<file path="src/rtl/nsd_pkg.sv">
// Package for the netstring stream deframer: parse phases, result kinds,
// error codes, character codes and default sizes. No dependencies.
package nsd_pkg;

  localparam int unsigned LEN_WIDTH_DEFAULT = 16;
  localparam int unsigned CFG_WIDTH         = 16;
  localparam logic [CFG_WIDTH-1:0] MAX_LEN_RESET = 16'hFFFF;

  typedef enum logic [1:0] {
    PH_DIGITS  = 2'd0,
    PH_PAYLOAD = 2'd1,
    PH_COMMA   = 2'd2,
    PH_DISCARD = 2'd3
  } phase_e;

  localparam logic [1:0] KIND_BYTE  = 2'd0;
  localparam logic [1:0] KIND_END   = 2'd1;
  localparam logic [1:0] KIND_ERROR = 2'd2;

  localparam logic [2:0] ERR_NONE   = 3'd0;
  localparam logic [2:0] ERR_DIGITS = 3'd1;
  localparam logic [2:0] ERR_LONG   = 3'd2;
  localparam logic [2:0] ERR_COMMA  = 3'd3;
  localparam logic [2:0] ERR_TRUNC  = 3'd4;

  localparam logic [7:0] CHAR_ZERO  = 8'h30;
  localparam logic [7:0] CHAR_NINE  = 8'h39;
  localparam logic [7:0] CHAR_COLON = 8'h3A;
  localparam logic [7:0] CHAR_COMMA = 8'h2C;

  // Parser flags that travel between the state registers and the parser.
  typedef struct packed {
    phase_e phase;
    logic   saw_digit;
    logic   leading_zero;
  } nsd_flags_t;

  // One result of a parse step.
  typedef struct packed {
    logic       valid;
    logic [1:0] kind;
    logic [7:0] pbyte;
    logic [2:0] code;
  } nsd_result_t;

endpackage

</file>
<file path="src/rtl/nsd_stream_if.sv">
// Stream interfaces for the netstring deframer: byte input and result output.
// Valid/ready handshake; no dependencies.
interface nsd_in_if;
  logic       valid;
  logic       ready;
  logic [7:0] in_byte;
  logic       end_of_buffer;

  modport source (output valid, in_byte, end_of_buffer, input ready);
  modport sink   (input valid, in_byte, end_of_buffer, output ready);
endinterface

interface nsd_out_if;
  logic       valid;
  logic       ready;
  logic [1:0] result_kind;
  logic [7:0] payload_byte;
  logic [2:0] error_code;

  modport source (output valid, result_kind, payload_byte, error_code, input ready);
  modport sink   (input valid, result_kind, payload_byte, error_code, output ready);
endinterface

</file>
<file path="src/rtl/nsd_parser.sv">
// Combinational parse step of the netstring deframer: next state and result
// for one byte. Depends on nsd_pkg.
module nsd_parser import nsd_pkg::*; #(
  parameter int unsigned LEN_WIDTH = LEN_WIDTH_DEFAULT
) (
  input  logic [7:0]           byte_i,
  input  logic                 last_i,
  input  logic [LEN_WIDTH-1:0] limit_i,
  input  nsd_flags_t           flags_i,
  input  logic [LEN_WIDTH-1:0] len_i,
  output nsd_flags_t           flags_o,
  output logic [LEN_WIDTH-1:0] len_o,
  output nsd_result_t          result_o
);

  localparam int unsigned VW = LEN_WIDTH + 4;

  logic          is_digit;
  logic [3:0]    digit;
  logic [VW-1:0] len_ext;
  logic [VW-1:0] limit_ext;
  logic [VW-1:0] digit_ext;
  logic [VW-1:0] acc;

  assign is_digit  = (byte_i >= CHAR_ZERO) && (byte_i <= CHAR_NINE);
  assign digit     = byte_i[3:0];
  assign len_ext   = VW'(len_i);
  assign limit_ext = VW'(limit_i);
  assign digit_ext = VW'(digit);
  // len * 10 + digit as two shifts and adds
  assign acc       = (len_ext << 3) + (len_ext << 1) + digit_ext;

  always_comb begin
    logic [2:0] err;
    logic       emit;
    logic       complete;
    logic [1:0] kind;
    err      = ERR_NONE;
    emit     = 1'b0;
    complete = 1'b0;
    kind     = KIND_BYTE;
    flags_o  = flags_i;
    len_o    = len_i;
    result_o = '0;

    unique case (flags_i.phase)
      PH_DIGITS: begin
        if (is_digit) begin
          if (!flags_i.saw_digit) begin
            flags_o.saw_digit    = 1'b1;
            flags_o.leading_zero = (digit == 4'd0);
            if (digit_ext > limit_ext) err = ERR_LONG;
            else len_o = LEN_WIDTH'(digit);
          end else if (flags_i.leading_zero) begin
            err = ERR_DIGITS;
          end else if (acc > limit_ext) begin
            err = ERR_LONG;
          end else begin
            len_o = acc[LEN_WIDTH-1:0];
          end
        end else if ((byte_i == CHAR_COLON) && flags_i.saw_digit) begin
          flags_o.saw_digit    = 1'b0;
          flags_o.leading_zero = 1'b0;
          flags_o.phase        = (len_i == '0) ? PH_COMMA : PH_PAYLOAD;
        end else begin
          err = ERR_DIGITS;
        end
      end
      PH_PAYLOAD: begin
        emit  = 1'b1;
        kind  = KIND_BYTE;
        len_o = len_i - LEN_WIDTH'(1);
        if (len_o == '0) flags_o.phase = PH_COMMA;
      end
      PH_COMMA: begin
        if (byte_i == CHAR_COMMA) begin
          emit     = 1'b1;
          kind     = KIND_END;
          complete = 1'b1;
        end else begin
          err = ERR_COMMA;
        end
      end
      PH_DISCARD: begin
      end
    endcase

    // a closing comma or the end of the buffer starts a fresh element
    if (complete || last_i) begin
      flags_o = '{phase: PH_DIGITS, saw_digit: 1'b0, leading_zero: 1'b0};
      len_o   = '0;
    end

    if (flags_i.phase == PH_DISCARD) begin
      result_o.valid = 1'b0;
    end else if (err != ERR_NONE) begin
      if (!last_i) flags_o.phase = PH_DISCARD;
      result_o = '{valid: 1'b1, kind: KIND_ERROR, pbyte: 8'h00, code: err};
    end else if (last_i && !complete) begin
      result_o = '{valid: 1'b1, kind: KIND_ERROR, pbyte: 8'h00, code: ERR_TRUNC};
    end else if (emit) begin
      result_o = '{valid: 1'b1, kind: kind,
                   pbyte: (kind == KIND_BYTE) ? byte_i : 8'h00, code: ERR_NONE};
    end
  end

endmodule

</file>
<file path="src/rtl/netstring_stream_deframer.sv">
// Netstring stream deframer top level: state and result registers around the
// parse step. Depends on nsd_pkg, nsd_stream_if and nsd_parser.
//
//  channel   dir   handshake        payload
//  in_i      in    valid / ready    in_byte[7:0], end_of_buffer
//  out_o     out   valid / ready    result_kind[1:0], payload_byte[7:0], error_code[2:0]
//  cfg       in    cfg_we_i         cfg_wdata_i[15:0] = max_payload_length
//
// One byte per cycle: the parse step for a byte takes the cycle of its transfer,
// and its result (if any) shows on out_o in the next cycle from the result register.
// The input stalls only while a held result is not taken in the same cycle.
// Reset clears the parse state, empties the result register and sets the length limit to its
// maximum. The user must write configuration only while the stream is idle; it is not enforced.
module netstring_stream_deframer import nsd_pkg::*; #(
  parameter int unsigned LEN_WIDTH = LEN_WIDTH_DEFAULT
) (
  input  logic                 clk_i,
  input  logic                 rst_ni,
  nsd_in_if.sink               in_i,
  nsd_out_if.source            out_o,
  input  logic                 cfg_we_i,
  input  logic [CFG_WIDTH-1:0] cfg_wdata_i
);

  // Hold the limit already clipped to what the length counter can hold.
  localparam int unsigned CW = (LEN_WIDTH > CFG_WIDTH) ? LEN_WIDTH : CFG_WIDTH;
  localparam logic [CW-1:0] LEN_MASK = CW'((64'd1 << LEN_WIDTH) - 64'd1);
  localparam logic [CW-1:0] MAX_EXT  = CW'(MAX_LEN_RESET);
  localparam logic [LEN_WIDTH-1:0] LIMIT_RESET =
      LEN_WIDTH'((MAX_EXT < LEN_MASK) ? MAX_EXT : LEN_MASK);

  logic [LEN_WIDTH-1:0] limit_q;
  logic [CW-1:0]        wdata_ext;

  nsd_flags_t           flags_q, flags_d;
  logic [LEN_WIDTH-1:0] len_q, len_d;
  nsd_result_t          step_res;

  logic       out_valid_q;
  logic [1:0] kind_q;
  logic [7:0] pbyte_q;
  logic [2:0] code_q;

  logic in_xfer;

  assign wdata_ext = CW'(cfg_wdata_i);

  always_ff @(posedge clk_i or negedge rst_ni) begin
    if (!rst_ni) begin
      limit_q <= LIMIT_RESET;
    end else if (cfg_we_i) begin
      limit_q <= LEN_WIDTH'((wdata_ext < LEN_MASK) ? wdata_ext : LEN_MASK);
    end
  end

  nsd_parser #(.LEN_WIDTH(LEN_WIDTH)) u_parser (
    .byte_i   (in_i.in_byte),
    .last_i   (in_i.end_of_buffer),
    .limit_i  (limit_q),
    .flags_i  (flags_q),
    .len_i    (len_q),
    .flags_o  (flags_d),
    .len_o    (len_d),
    .result_o (step_res)
  );

  // Accept a byte whenever the result register is empty or drains this cycle.
  assign in_i.ready = !out_valid_q || out_o.ready;
  assign in_xfer    = in_i.valid && in_i.ready;

  // Advance the parse state on each input transfer.
  always_ff @(posedge clk_i or negedge rst_ni) begin
    if (!rst_ni) begin
      flags_q <= '{phase: PH_DIGITS, saw_digit: 1'b0, leading_zero: 1'b0};
      len_q   <= '0;
    end else if (in_xfer) begin
      flags_q <= flags_d;
      len_q   <= len_d;
    end
  end

  // Result register: load on a transfer that yields a result, drop when taken.
  always_ff @(posedge clk_i or negedge rst_ni) begin
    if (!rst_ni) begin
      out_valid_q <= 1'b0;
    end else if (in_xfer) begin
      out_valid_q <= step_res.valid;
    end else if (out_o.ready) begin
      out_valid_q <= 1'b0;
    end
  end

  always_ff @(posedge clk_i) begin
    if (in_xfer && step_res.valid) begin
      kind_q  <= step_res.kind;
      pbyte_q <= step_res.pbyte;
      code_q  <= step_res.code;
    end
  end

  assign out_o.valid        = out_valid_q;
  assign out_o.result_kind  = kind_q;
  assign out_o.payload_byte = pbyte_q;
  assign out_o.error_code   = code_q;

  // An error result always carries a code, and other results never do.
  a_code_matches_kind : assert property (@(posedge clk_i) disable iff (!rst_ni)
    out_o.valid |-> ((out_o.result_kind == KIND_ERROR) == (out_o.error_code != ERR_NONE)))
    else $error("error code does not match result kind");

  // In the payload phase at least one byte is still owed.
  a_payload_len : assert property (@(posedge clk_i) disable iff (!rst_ni)
    (flags_q.phase == PH_PAYLOAD) |-> (len_q != '0))
    else $error("payload phase with zero bytes left");

  // The flagged last byte returns the parser to the start of an element.
  a_eob_restart : assert property (@(posedge clk_i) disable iff (!rst_ni)
    (in_xfer && in_i.end_of_buffer) |=>
      (flags_q.phase == PH_DIGITS && len_q == '0 && !flags_q.saw_digit))
    else $error("parser not restarted after end of buffer");

endmodule
</file>
<file path="src/flat_wrapper.sv">
// flat-port wrapper written by rule: the top's interface ports become plain ports
module netstring_stream_deframer_flat import nsd_pkg::*;
#(
  parameter int unsigned LEN_WIDTH = LEN_WIDTH_DEFAULT
)
  (clk_i, rst_ni, cfg_we_i, cfg_wdata_i, in_i_valid, in_i_in_byte, in_i_end_of_buffer, in_i_ready, out_o_valid, out_o_result_kind, out_o_payload_byte, out_o_error_code, out_o_ready);
  nsd_in_if in_i_i ();
  nsd_out_if out_o_i ();
  input  logic clk_i;
  input  logic rst_ni;
  input  logic cfg_we_i;
  input  logic [CFG_WIDTH-1:0] cfg_wdata_i;
  input wire logic [$bits(in_i_i.valid)-1:0] in_i_valid;
  input wire logic [$bits(in_i_i.in_byte)-1:0] in_i_in_byte;
  input wire logic [$bits(in_i_i.end_of_buffer)-1:0] in_i_end_of_buffer;
  output wire logic [$bits(in_i_i.ready)-1:0] in_i_ready;
  output wire logic [$bits(out_o_i.valid)-1:0] out_o_valid;
  output wire logic [$bits(out_o_i.result_kind)-1:0] out_o_result_kind;
  output wire logic [$bits(out_o_i.payload_byte)-1:0] out_o_payload_byte;
  output wire logic [$bits(out_o_i.error_code)-1:0] out_o_error_code;
  input wire logic [$bits(out_o_i.ready)-1:0] out_o_ready;
  assign in_i_i.valid = in_i_valid;
  assign in_i_i.in_byte = in_i_in_byte;
  assign in_i_i.end_of_buffer = in_i_end_of_buffer;
  assign in_i_ready = in_i_i.ready;
  assign out_o_valid = out_o_i.valid;
  assign out_o_result_kind = out_o_i.result_kind;
  assign out_o_payload_byte = out_o_i.payload_byte;
  assign out_o_error_code = out_o_i.error_code;
  assign out_o_i.ready = out_o_ready;
  netstring_stream_deframer #(.LEN_WIDTH(LEN_WIDTH)) u_core (.clk_i(clk_i), .rst_ni(rst_ni), .in_i(in_i_i), .out_o(out_o_i), .cfg_we_i(cfg_we_i), .cfg_wdata_i(cfg_wdata_i));
endmodule
</file>
<file path="config.mk">
export PLATFORM = sky130hd
export DESIGN_NAME = netstring_stream_deframer_flat
export DESIGN_NICKNAME = d
export VERILOG_FILES = /design/src/rtl/nsd_pkg.sv /design/src/rtl/nsd_stream_if.sv /design/src/rtl/nsd_parser.sv /design/src/rtl/netstring_stream_deframer.sv /design/src/flat_wrapper.sv
export SDC_FILE = /design/constraint.sdc
export NUM_CORES = 1
export LEC_CHECK = 0
export BUFFER_PORTS_ARGS = -buffer_cell sky130_fd_sc_hd__buf_2
export CAP_MARGIN = 40
export CORE_MARGIN = 2
export CORE_UTILIZATION = 41
export CTS_BUF_LIST = sky130_fd_sc_hd__clkbuf_4 sky130_fd_sc_hd__clkbuf_8
export DETAILED_ROUTE_END_ITERATION = 10
export PLACE_DENSITY = 0.63
export SYNTH_ARGS = -nofsm -noshare
export SYNTH_HDL_FRONTEND = slang
export SYNTH_SLANG_ARGS = --single-unit
</file>
<file path="constraint.sdc">
create_clock -name clk_i -period 5.7 [get_ports clk_i]
set_input_delay 0.57 -clock clk_i [delete_from_list [all_inputs] [get_ports clk_i]]
set_output_delay 0.57 -clock clk_i [all_outputs]
set_load 0.03 [all_outputs]
</file>
# --- Yosys cells after proc, flatten, opt, wreduce, memory -nomap -nowiden ---
# Cells that the tools add are included.
classes:
  addsub: 3
  multipliers: 0
  n_div: 0
  order_cmp: 5
  n_eq_ne: 10
  n_shift: 0
  mux: 40
  n_bitwise: 2
  n_reduce_logical: 24
op_table:
  columns: ["op", "n"]
  rows:
  - ["$mux W16", 7]
  - ["$mux W14", 3]
  - ["$logic_not A16 Y1", 2]
  - ["$pmux W16 S2", 1]
  - ["$mux W2", 12]
  - ["$add A19 B17 Y20", 1]
  - ["$add A20 B4 Y20", 1]
  - ["$gt A20 B16 Y1", 1]
  - ["$eq A8 B6 Y1 const B", 2]
  - ["$gt A4 B16 Y1", 1]
  - ["$lt A16 B16 Y1 const B", 1]
  - ["$sub A16 B1 Y16 const B", 1]
  - ["$mux W1", 9]
  - ["$reduce_bool A3 Y1", 3]
  - ["$ge A8 B6 Y1 const B", 1]
  - ["$le A8 B6 Y1 const B", 1]
  - ["$mux W4", 2]
  - ["$mux W8", 1]
  - ["$ne A4 B4 Y1 const B", 2]
  - ["$mux W3", 2]
  - ["$ne A3 B3 Y1 const B", 2]
  - ["$pmux W3 S2", 1]
  - ["$reduce_and A6 Y1", 1]
  - ["$logic_and A1 B1 Y1", 5]
  - ["15 further kinds", 21]
totals:
  register_bits: 50
  latchBits: 0
  mem_bits_rw: 0
  mem_bits_ro: 0
  elab_cells: 94
  mem_count: 0

# --- Logic depth before layout (Yosys ltp) ---
# Gate-level depths: netlist (run 1).
depth:
  word_depth: 12
  depth_mapped: 20
  ltp_nobuf: 18

# --- Modules after synthesis ---
# Synthesis (run 1) repeated with hierarchy kept, for this count alone.
unflattened:
  hier_cells: 595
  hier_area_um2: 5316.3
by_module_without_submodules:
  columns: ["mod", "n_inst", "cells_per_inst", "area_per_inst_um2", "seq_area_each_um2"]
  rows:
  - ["nsd_parser", 1, 500, 3404.5, 0.0]
  - ["netstring_stream_deframer", 1, 95, 1911.8, 1336.3]

# --- Worst setup path after synthesis (run 1) ---
# OpenSTA, ideal clock, no wires.
synth_path:
  kind: "input to register"
  startpoint: "in in_i_in_byte[3]"
  endpoint: "reg u_core.code_q[0], in the netlist u_core.out_o.error_code[0], enable pin"
  setup_ns: 0.408
  arrival_time_ns: 5.121
  required_time_ns: 5.292
  path_slack_ns: 0.171
  stages: 18
  path_buffers: 0
  path_cell_list: "inv_1 fa_1 inv_1 fa_1 a21o_1 a221oi_4 a21oi_1 a41oi_1 xnor2_1 ha_1 and4_1 a311oi_1 o21ai_0 o41ai_1 o221ai_2 o31ai_1 o21a_1 a311oi_1"
synth_via:
  elab_chain_len: 11
  word_cells_on_any_way: 28
  cone_classes: "1 x add/sub; 4 x order compare; 2 x eq/ne; 15 x mux; 6 x reduce/logical"
synth_lines:
  columns: ["element", "line", "text"]
  rows:
  - ["start: declaration", "flat_wrapper.sv:14", "input wire logic [$bits(in_i_i.in_byte)-1:0] in_i_in_byte;"]
  - ["$add A20 B4 Y20", "nsd_parser.sv:31", "assign acc = (len_ext << 3) + (len_ext << 1) + digit_ext;"]
  - ["$gt A20 B16 Y1", "nsd_parser.sv:56", "end else if (acc > limit_ext) begin"]
  - ["$mux W2", "nsd_parser.sv:56", null]
  - ["$mux W2", "nsd_parser.sv:54", "end else if (flags_i.leading_zero) begin"]
  - ["$mux W3", "nsd_parser.sv:49", "if (!flags_i.saw_digit) begin"]
  - ["$mux W3", "nsd_parser.sv:48", "if (is_digit) begin"]
  - ["$pmux W3 S2", "nsd_parser.sv:46", "unique case (flags_i.phase)"]
  - ["$reduce_bool A3 Y1", "nsd_parser.sv:96", "end else if (err != ERR_NONE) begin"]
  - ["$mux W14 *", "nsd_parser.sv:96", null]
  - ["$mux W1 *", "nsd_parser.sv:94", "if (flags_i.phase == PH_DISCARD) begin"]
  - ["$logic_and A1 B1 Y1 *", "netstring_stream_deframer.sv:94", "if (in_xfer && step_res.valid) begin"]
  - ["end signal: assignment", "netstring_stream_deframer.sv:97", "code_q <= step_res.code;"]
  - ["end: declaration", "netstring_stream_deframer.sv:42", "logic [2:0] code_q;"]
# Every way passes the cells marked *; elsewhere a longest branch is shown, timed or not.
# A chain may end at the register's enable or synchronous reset.

# --- Worst setup path after layout (run 1) ---
layout_path:
  startpoint: "reg u_core.len_q[0]"
  endpoint: "reg u_core.pbyte_q[0], in the netlist u_core.out_o.payload_byte[0], enable pin"
layout_via:
  elab_chain_len: 12
layout_lines:
  columns: ["element", "line", "text"]
  rows:
  - ["start: declaration", "netstring_stream_deframer.sv:36", "logic [LEN_WIDTH-1:0] len_q, len_d;"]
  - ["start signal: assignment", "netstring_stream_deframer.sv:78", "len_q <= len_d;"]
  - ["$add A19 B17 Y20", "nsd_parser.sv:31", null]
  - ["$add A20 B4 Y20", "nsd_parser.sv:31", null]
  - ["$gt A20 B16 Y1", "nsd_parser.sv:56", null]
  - ["$mux W2", "nsd_parser.sv:56", null]
  - ["$mux W2", "nsd_parser.sv:54", null]
  - ["$mux W3", "nsd_parser.sv:49", null]
  - ["$mux W3", "nsd_parser.sv:48", null]
  - ["$pmux W3 S2", "nsd_parser.sv:46", null]
  - ["$reduce_bool A3 Y1", "nsd_parser.sv:96", null]
  - ["$mux W14", "nsd_parser.sv:96", null]
  - ["$mux W1", "nsd_parser.sv:94", null]
  - ["$logic_and A1 B1 Y1", "netstring_stream_deframer.sv:94", null]
  - ["end signal: assignment", "netstring_stream_deframer.sv:96", "pbyte_q <= step_res.pbyte;"]
  - ["end: declaration", "netstring_stream_deframer.sv:41", "logic [7:0] pbyte_q;"]
# Every way passes these cells.

==> results of run 1 <==
synthesized netlist by cell type, types with 11 or more instances:
library cell	count	area, um2
xnor2_1	11	96.3
dfrtp_1	21	526
edfxtp_1	13	390
inv_1	29	109
nor2_1	25	93.8
a21oi_1	28	140
nand2_1	49	184
nor3_1	12	60.1
clkbuf_1	17	63.8
o21ai_0	40	200
nand3_1	20	100
dfstp_2	16	420
a21o_1	12	90.1
ha_1	57	713
and3_1	11	68.8
worst register-to-register path: stages (launching register included):
cell and delay [ns]:
dfrtp_1 0.50, inv_1 0.15, fa_1 0.52, inv_1 0.07, fa_1 0.45, a21o_1 0.24
a221oi_4 0.28, a21oi_1 0.17, a41oi_1 0.29, xnor2_1 0.18, ha_1 0.30, a31oi_1 0.15
nand3b_1 0.10, o41ai_1 0.40, o221ai_2 0.25, o31ai_1 0.35, o21a_1 0.20, a311oi_2 0.19
buf_4 0.24
cells by family after synthesis:
kind of cell / after synthesis / synth area share [%]
flip-flops: 50 / 29.9
adder cells (fa/ha/maj): 59 / 16.8
AND/OR/NAND/NOR: 165 / 19.1
AO/OA/AOI/OAI: 146 / 23.1
XOR/XNOR: 17 / 3.33
multiplexers: 13 / 3.13
buffers and inverters: 51 / 4.67
registers in the layout, indices dropped and copies added (netlist names):
register and count:
u_core.out_o.payload_byte 8, u_core.flags_q 4, u_core.out_o.error_code 3, u_core.len_q 16
u_core.out_o.result_kind 2, u_core.out_o.valid 1, u_core.limit_q 16
cell type report:
cell class	count	area share, %
clock buffer	6	1.66
clock inverter	2	0.328
inverter	30	2.27
multi-input combinational	400	59.1
sequential	50	26.9
tap	140	3.53
timing repair buffer	53	6.20
worst paths after layout:
check / startpoint / to / cells after the start
max: u_core.len_q[0] / u_core.out_o.payload_byte[0] / 18
max in group asynchronous: rst_ni / u_core.limit_q[2] / 2
min in group clk_i: cfg_wdata_i[10] / u_core.limit_q[10] / 3
max reg2reg: u_core.len_q[0] / u_core.out_o.payload_byte[0] / 18
min: rst_ni / u_core.len_q[4] / 1
min reg2reg: u_core.limit_q[7] / u_core.limit_q[7] / 2
layer usage:
layer	share of wire [%]	wire, um	track usage (%)	vias to the layer above
li1	-	-	-	1968
met1	46	5340	27.6	1897
met2	47	5440	35.1	113
met3	4.4	512	2.65	17
met4	2.5	295	8.15	0
met5	0	0	0	-
power breakdown:
| group | leakage (nW) | switching (mW) | internal [mW] |
|---|---|---|---|
| sequential | 0.575 | 0.0986 | 0.468 |
| combinational | 1.68 | 0.829 | 0.519 |
| clock | 0.0478 | 0.133 | 0.100 |
| total | 2.30 | 1.06 | 1.09 |
through the flow:
stage               hold WS [ns]  cells
floorplan                  0.274    501
global placement           0.515    670
detailed placement         0.515    673
CTS                        0.216    681
global route               0.224    681
finish                     0.205    681
==> summary.md, run 1 <==
| Metric | Value |
|---|---|
| First-pass GRT wire length | `19.5 mm` |
| Setup TNS | `0 ns` |
| PostCTS Resize Cnt | `0` |
| Via density | `5.87` |
| CP Capture Type | `flip-flop` |
| DIE AREA | `11800 um2` |
| Clk root buf | `clkbuf_8` |
| Bufs on Longest Clock Path | `2` |
| Clock Skew | `0.00622 ns` |
| Crit path kind | `reg -> reg` |
| Reg area | `1340 um2` |
| CP cell instances | `inv_1 > fa_1 > inv_1 > fa_1 > a21o_1 > a221oi_4 > a21oi_1 > a41oi_1 > xnor2_1 > ha_1 > a31oi_1 > nand3b_1 > o41ai_1 > o221ai_2 > o31ai_1 > o21a_1 > a311oi_2 > buf_4` |
| Peak Freq | `between 0.15 and 0.2 GHz` |
| CTS H-Tree Depth | `2` |
| CP Max Fanout | `8` |
| Leakage | `2.30 nW` |
| Design area | `4960 um2` |
| Unrepaired setup endpoints after global routing | `no` |
| HP Class | `in -> async` |
| Max-Cap Viols | `0` |
| Post-DP HPWL | `9.26 mm` |
| Post-route ant nets | `0` |
| Fillers | `1075` |
| Commonest non-fill, non-tap cell in the layout | `ha_1` |
| CTS tree | `done` |
| Buf/Inv on CP | `3` |
| Power Dens Cells | `433 nW/um2` |
| Post-CTS setup buffers | `0` |
| GRT Util Overall | `21.0%` |
| Outcome | `finished clean` |
| Min cycle time layout | `5.25 ns` |
| CP max stage cell | `fa_1` |
| Post-place setup slack | `0.259 ns` |
| Fin util | `46.2%` |
| Ports | `45` |
| Port Buf Inserts | `44` |
| Syn Area/Cell | `8.92 um2` |
| Critical path's top delay family | `compound AO/OA/AOI/OAI gates` |
| Top FF cell, synth | `dfrtp_1` |
| VDD IR-drop max | `192 uV` |
| Layout cell share with drive strength beyond 1 | `between 10% and 20%` |
| Die H | `roughly 110 um` |
| Async SR Flop Fraction | `74.0%` |
| Final hold vios | `0` |
| RePlAce Congestion | `0.889` |
| Worst EP required | `around 5.8 ns` |
| Core region area | `10700 um2` |
| Largest net degree at the start of global routing | `32` |
| Final Power | `2.15 mW` |
| Num CTS Buffers | `5` |
| Ys Warns | `0` |
| Synth Instances | `501` |
| Die Wd | `108 um` |
| Area of the multi-input gates | `2930 um2` |
| Worst slew margin | `38.9%` |
| DRC viols | `0` |
| Clock transition at path regs | `0.10 ns` |
| Register area share after synthesis | `29.9%` |
| Seq cells post-synth | `50` |
| Row Count | `38` |
| Post-CTS Hold Buffers | `0` |
| Startpoint types | `flip-flop` |
| Vias in the first global route | `3951` |
| Crit path largest cell delay | `0.52 ns` |
| Final setup viols | `0` |
| Area Growth Syn to Fin | `11.0%` |
| Slew Limit Fails | `0` |
| Ant. Diodes | `0` |
| WL final | `11.6 mm` |
| Placed instance area | `4860 um2` |
| Cell variety after synth | `65` |
| Synth Cell Area | `4470 um2` |
| Initial drt markers | `186` |
| Initial core utilization | `around two fifths` |
| Period utilization | `92.1%` |
| Syn nets | `590` |
| Clk_lat worst skew | `0.31 ns` |
| Worst Path Arrival | `5.33 ns` |
| Antenna violations before repair | `0` |
| Worst R2R Setup Slack | `around 0.45 ns` |
| Most frequent cells in the layout | `ha_1 (57), nand2_1 (49), buf_2 (44), o21ai_0 (40), inv_1 (29)` |
| Global route overflow | `0` |
| Setup ws final | `0.449 ns` |
| Vias | `3995` |
| Avg WL per Cell | `roughly 17 um` |
| Worst slew pin tran | `roughly 0.9 ns` |
| Post-synth EDFFs | `13` |
| Number of iterations in the first detailed-routing pass | `5` |
| Final layout net count | `about 630` |
| Sink Count | `50` |
(Power assumes the default switching activity.)
==> run 2, diff against run 1 <==
--- a/config.mk
+++ b/config.mk
@@ -7,6 +7,7 @@
 export LEC_CHECK = 0
 export BUFFER_PORTS_ARGS = -buffer_cell sky130_fd_sc_hd__buf_2
 export CAP_MARGIN = 40
+export CORE_ASPECT_RATIO = 0.5
 export CORE_MARGIN = 2
 export CORE_UTILIZATION = 41
 export CTS_BUF_LIST = sky130_fd_sc_hd__clkbuf_4 sky130_fd_sc_hd__clkbuf_8
==> run 2 against run 1 <==
Against the previous run:
- core utilization rose by 1.8 points
- hold slack got worse by 0.014 ns
- cell area rose by 0.61%
- count of clock-buffer cells in the layout fell by 1
- fmax rose by 0.54%
- global-route usage fell by 0.70 points
- sequential share of layout area fell by 0.16 points
==> summary.md, run 2 (same netlist as run 1, synthesis figures left out) <==
| Metric | Value |
|---|---|
| Outcome | `finished clean` |
| Setup TNS | `0 ns` |
| Setup ws final | `0.477 ns` |
| Min cycle time layout | `5.22 ns` |
| GRT Util Overall | `20.3%` |
| Final layout net count | `between 600 and 700` |
| Post-CTS setup buffers | `0` |
| CP Capture Type | `flip-flop` |
| Worst slew margin | `a little over two fifths` |
| Reg area | `1340 um2` |
| Post-DP HPWL | `about 8.9 mm` |
| Commonest non-fill, non-tap cell in the layout | `ha_1` |
| Global route overflow | `0` |
| Slew Limit Fails | `0` |
| Num CTS Buffers | `5` |
| Ports | `45` |
| Worst Path Arrival | `5.43 ns` |
| Bufs on Longest Clock Path | `2` |
| R2R Path Start | `u_core.len_q[0]` |
| Worst slew pin tran | `0.838 ns` |
| CP Max Fanout | `11` |
| Ant. Diodes | `0` |
| Die H | `between 70 and 80 um` |
| Crit path largest cell delay | `0.51 ns` |
| Fillers | `1010` |
| Final Power | `2.18 mW` |
| Via density | `5.81` |
| Post-place setup slack | `0.344 ns` |
| Unrepaired setup endpoints after global routing | `no` |
| Sink Count | `50` |
| CTS H-Tree Depth | `2` |
| Power Dens Cells | `436 nW/um2` |
| Clock Skew | `0.0199 ns` |
| Core region area | `around 10000 um2` |
| Row Count | `26` |
| Startpoint types | `flip-flop` |
| Antenna violations before repair | `0` |
| Final hold vios | `0` |
| Vias in the first global route | `~3700` |
| First-pass GRT wire length | `roughly 19 mm` |
| Layout cell share with drive strength beyond 1 | `18.5%` |
| Leakage | `around 2.3 nW` |
| Period utilization | `91.6%` |
| Initial core utilization | `between 40% and 50%` |
| Die Wd | `between 150 and 200 um` |
| DRC viols | `0` |
| Area of the multi-input gates | `2940 um2` |
| Post-route ant nets | `0` |
| Final setup viols | `0` |
| Critical Path Start | `u_core.len_q[0]` |
| Post-CTS Hold Buffers | `0` |
| Clk root buf | `clkbuf_8` |
| CP cell instances | `inv_1 > fa_1 > inv_1 > fa_1 > a21o_1 > a221oi_4 > a21oi_1 > a41oi_1 > xnor2_1 > ha_1 > and4_1 > a311oi_1 > o21ai_0 > o41ai_1 > o221ai_2 > o31ai_4 > and2_1 > mux2_2` |
| WL final | `11.4 mm` |
| CP max stage cell | `fa_1` |
| Port Buf Inserts | `44` |
| Fin util | `48.0%` |
| HP Class | `in -> async` |
| Max-Cap Viols | `0` |
| DIE AREA | `11800 um2` |
| Most frequent cells in the layout | `ha_1 (57), nand2_1 (49), buf_2 (44), o21ai_0 (40), inv_1 (29)` |
| CTS tree | `done` |
| Worst EP required | `between 5 and 6 ns` |
| Clk_lat worst skew | `between 0.3 and 0.4 ns` |
| Crit path kind | `reg -> reg` |
| Initial drt markers | `about 360` |
| Vias | `3965` |
| Area Growth Syn to Fin | `11.7%` |
| Largest net degree at the start of global routing | `32` |
| Peak Freq | `0.191 GHz` |
| RePlAce Congestion | `0.918` |
| Clock transition at path regs | `0.12 ns` |
| VDD IR-drop max | `139 uV` |
| Avg WL per Cell | `16.7 um` |
| PostCTS Resize Cnt | `0` |
| Number of iterations in the first detailed-routing pass | `5` |
==> run 2: cell count changes in the layout (fill, tap and decap cells not counted) <==
cell        previous run  this run
buf_4                  8         9
clkbuf_8               6         5
bufinv_16              0         1
clkinv_4               0         1
o31ai_2                0         1
o31ai_1                4         3
clkinvlp_4             1         0
==> run 2: metal layers <==
layer	global-route usage (%)	part of all wire, %	up-vias
met2	30.6	42	125
met5	0	0	-
met3	3.65	6.9	10
met1	30.4	50	1867
li1	-	-	1963
met4	3.80	0.91	0
==> run 2: per-stage QoR <==
stage / area, um2 / cells / hold WS (ns)
5_1_grt: 4990 / 682 / 0.224
6_report: 4990 / 682 / 0.190
3_5_place_dp: 4870 / 674 / 0.516
4_1_cts: 4990 / 682 / 0.205
3_3_place_gp: 4830 / 671 / 0.514
2_1_floorplan: 4470 / 501 / 0.274
==> run 2: layout make-up <==
cell class | count | share of cell area (%)
Clock buffer | 5 | 1.38
Multi-Input combinational cell | 400 | 58.8
Tap cell | 140 | 3.51
Sequential cell | 50 | 26.8
Timing Repair Buffer | 54 | 6.32
Clock inverter | 3 | 0.952
Inverter | 30 | 2.26
==> run 2: final timing paths <==
| check | slack (ns) | endpoint | cells after the start |
|---|---|---|---|
| max in group asynchronous | 4.94 | u_core.limit_q[1] | 2 |
| max reg2reg | 0.48 | u_core.len_q[10] | 18 |
| min reg2reg | 0.52 | u_core.limit_q[5] | 2 |
| max | 0.48 | u_core.len_q[10] | 18 |
| min in group clk_i | 0.45 | u_core.limit_q[3] | 3 |
| min | 0.19 | u_core.len_q[4] | 1 |
==> run 2: critical path: cells and delay by family (launching register included) <==
family,cells,cell delay (ns)
AND/OR/NAND/NOR,2,0.67
flip-flops,1,0.49
XOR/XNOR,1,0.17
AO/OA/AOI/OAI,9,1.89
adder cells (fa/ha/maj),3,1.27
multiplexers,1,0.40
buffers and inverters,2,0.20
==> run 2: power breakdown <==
part	internal [mW]	switching, mW	leakage, nW
clock network	0.133	0.141	0.0587
registers	0.468	0.105	0.575
logic	0.514	0.815	1.69
total	1.12	1.06	2.32
==> run 3, diff against run 2 <==
--- a/config.mk
+++ b/config.mk
@@ -8,7 +8,7 @@
 export BUFFER_PORTS_ARGS = -buffer_cell sky130_fd_sc_hd__buf_2
 export CAP_MARGIN = 40
 export CORE_ASPECT_RATIO = 0.5
-export CORE_MARGIN = 2
+export CORE_MARGIN = 4
 export CORE_UTILIZATION = 41
 export CTS_BUF_LIST = sky130_fd_sc_hd__clkbuf_4 sky130_fd_sc_hd__clkbuf_8
 export DETAILED_ROUTE_END_ITERATION = 10
==> run 3 against run 2 <==
Against the previous run:
- combinational power about the same
- register-to-register slack worse by 0.06 ns
- sequential cell count stayed put
- wire length grew 3.0%
- cell area down 0.13%
- die area rose by 7.9%
- critical path type unchanged
- sequential share of layout area barely moved
- setup slack lost 0.056 ns
- clock power down 2%
==> summary.md, run 3 (same netlist as run 1, synthesis figures left out) <==
| Metric | Value |
|---|---|
| CP Capture Type | `flip-flop` |
| Crit path kind | `reg -> reg` |
| Slew Limit Fails | `0` |
| Row Count | `26` |
| Power Dens Cells | `437 nW/um2` |
| Outcome | `finished clean` |
| HP Class | `in -> async` |
| Ports | `45` |
| CP Capture Point | `u_core.out_o.payload_byte[7]` |
| Worst slew pin tran | `0.868 ns` |
| Largest net degree at the start of global routing | `32` |
| Most frequent cells in the layout | `ha_1 (57), nand2_1 (49), buf_2 (44), o21ai_0 (40), inv_1 (29)` |
| Fin util | `47.9%` |
| DIE AREA | `12700 um2` |
| Vias | `4030` |
| Worst R2R Setup Slack | `0.42 ns` |
| Post-CTS Hold Buffers | `0` |
| Leakage | `2.32 nW` |
| Peak Freq | `0.189 GHz` |
| Avg WL per Cell | `17.2 um` |
| Crit path largest cell delay | `0.52 ns` |
| Area Growth Syn to Fin | `11.5%` |
| Clock transition at path regs | `0.10 ns` |
| Min cycle time layout | `5.28 ns` |
| Clock network fraction of design power | `12.4%` |
| Design area | `4990 um2` |
| Sink Count | `50` |
| Max-Cap Viols | `0` |
| Post-DP HPWL | `between 9 and 10 mm` |
| Num CTS Buffers | `5` |
| WL final | `~12 mm` |
| Worst slew margin | `41.9%` |
| Total stage count of the critical path | `19` |
| PostCTS Resize Cnt | `0` |
| Clk root buf | `clkbuf_8` |
| Final hold vios | `0` |
| Vias in the first global route | `3660` |
| Die Wd | `156 um` |
| WL met2 | `4.99 mm` |
| DRT met1 WL | `approximately 6 mm` |
| R2R depth | `19` |
| Startpoint types | `flip-flop` |
| Placed instance area | `roughly 4900 um2` |
| Setup TNS | `0 ns` |
| Die H | `roughly 82 um` |
| DR WL met3 | `661 um` |
| DR top layer | `met4` |
| Comb pwr share | `61.3%` |
| Clk_lat worst skew | `0.32 ns` |
| CTS H-Tree Depth | `2` |
| CP max stage cell | `fa_1` |
| Post-route ant nets | `0` |
| Final Power | `approximately 2.2 mW` |
| Buf/Inv on CP | `3` |
| Commonest non-fill, non-tap cell in the layout | `ha_1` |
| Antenna violations before repair | `0` |
| Global route overflow | `0` |
| GRT Util Overall | `18.8%` |
| Final setup viols | `0` |
| Core region area | `10400 um2` |
| RePlAce Congestion | `between 0.9 and 1` |
| Sequential power share | `26.3%` |
| First-pass GRT wire length | `19.0 mm` |
| Layout cell share with drive strength beyond 1 | `18.3%` |
| P_int | `approximately 1.1 mW` |
| CP Max Fanout | `8` |
| Sw power | `around 1.1 mW` |
| Critical path's top delay family | `compound AO/OA/AOI/OAI gates` |
| Ant. Diodes | `0` |
| Unrepaired setup endpoints after global routing | `no` |
| Worst EP required | `5.79 ns` |
| Sw frac | `48.7%` |
| R2R Path Start | `u_core.len_q[0]` |
| R2r endpoint | `u_core.out_o.payload_byte[7]` |
| Bufs on Longest Clock Path | `2` |
| CP cell instances | `inv_1 > fa_1 > inv_1 > fa_1 > a21o_1 > a221oi_4 > a21oi_1 > a41oi_1 > xnor2_1 > ha_1 > and4_1 > a311oi_1 > o21ai_0 > o41ai_1 > o221ai_2 > o31ai_1 > o21a_1 > a311oi_2 > buf_4` |
| Worst Path Arrival | `about 5.4 ns` |
| Initial core utilization | `42.9%` |
| VDD IR-drop max | `between 100 and 150 uV` |
| Critical Path Start | `u_core.len_q[0]` |
| DRC viols | `0` |
| Number of iterations in the first detailed-routing pass | `5` |
| Period utilization | `92.6%` |
| Post-CTS setup buffers | `0` |
| Initial drt markers | `239` |
| CTS tree | `done` |
| Via density | `just under 6` |
| Fillers | `994` |
| Port Buf Inserts | `44` |
| Final layout net count | `630` |
| Clock Skew | `0.0121 ns` |
run 3: changes by cell type in the layout (fill, tap and decap cells not counted):
cell and change:
clkbuf_4 +1, o31ai_2 -1, inv_6 -1, o31ai_1 +1
run 3: metal layers:
layer / track usage, % / vias up
met5: 0 / -
met4: 3.67 / 0
met3: 2.95 / 12
met2: 29.3 / 109
met1: 27.8 / 1943
li1: - / 1966
run 3: worst min path at each step:
stage	from	to	slack, ns	cells past startpoint
finish	rst_ni	u_core.len_q[7]	0.20	1
global route	rst_ni	u_core.len_q[7]	0.22	1
CTS	rst_ni	u_core.len_q[7]	0.20	1
detailed placement	u_core.limit_q[12]	u_core.limit_q[12]	0.52	2
global placement	u_core.limit_q[7]	u_core.limit_q[7]	0.51	2
floorplan	rst_ni	u_core.flags_q[0]	0.27	0
run 3: worst reg2reg max path: stages (launching register included):
cell,delay (ns)
dfrtp_1,0.47
inv_1,0.14
fa_1,0.52
inv_1,0.07
fa_1,0.45
a21o_1,0.23
a221oi_4,0.28
a21oi_1,0.19
a41oi_1,0.28
xnor2_1,0.17
ha_1,0.30
and4_1,0.20
a311oi_1,0.20
o21ai_0,0.12
o41ai_1,0.12
o221ai_2,0.23
o31ai_1,0.44
o21a_1,0.21
a311oi_2,0.20
buf_4,0.24
run 3: power by group through the flow:
stage	combinational, mW	clock [mW]	sequential [mW]
6_report	1.34	0.269	0.573
5_1_grt	1.49	0.287	0.585
4_1_cts	1.33	0.274	0.572
3_5_place_dp	1.31	0	0.579
3_3_place_gp	1.30	0	0.577
2_1_floorplan	0.952	0	0.604
run 3: cell type report:
type	count	area, um2	share of cell area [%]
tap	140	175	3.51
multi-input combinational	400	2930	58.8
clock buffer	6	76.3	1.53
inverter	30	113	2.26
clock inverter	2	38.8	0.778
timing repair buffer	54	315	6.32
sequential	50	1340	26.8
run 3: through the flow:
| step | setup WS, ns | hold slack, ns | cells |
|---|---|---|---|
| detailed placement | 0.303 | 0.519 | 674 |
| finish | 0.421 | 0.198 | 682 |
| CTS | 0.447 | 0.201 | 682 |
| floorplan | 0.171 | 0.274 | 501 |
| global route | 0.0608 | 0.220 | 682 |
| global placement | 0.294 | 0.513 | 671 |
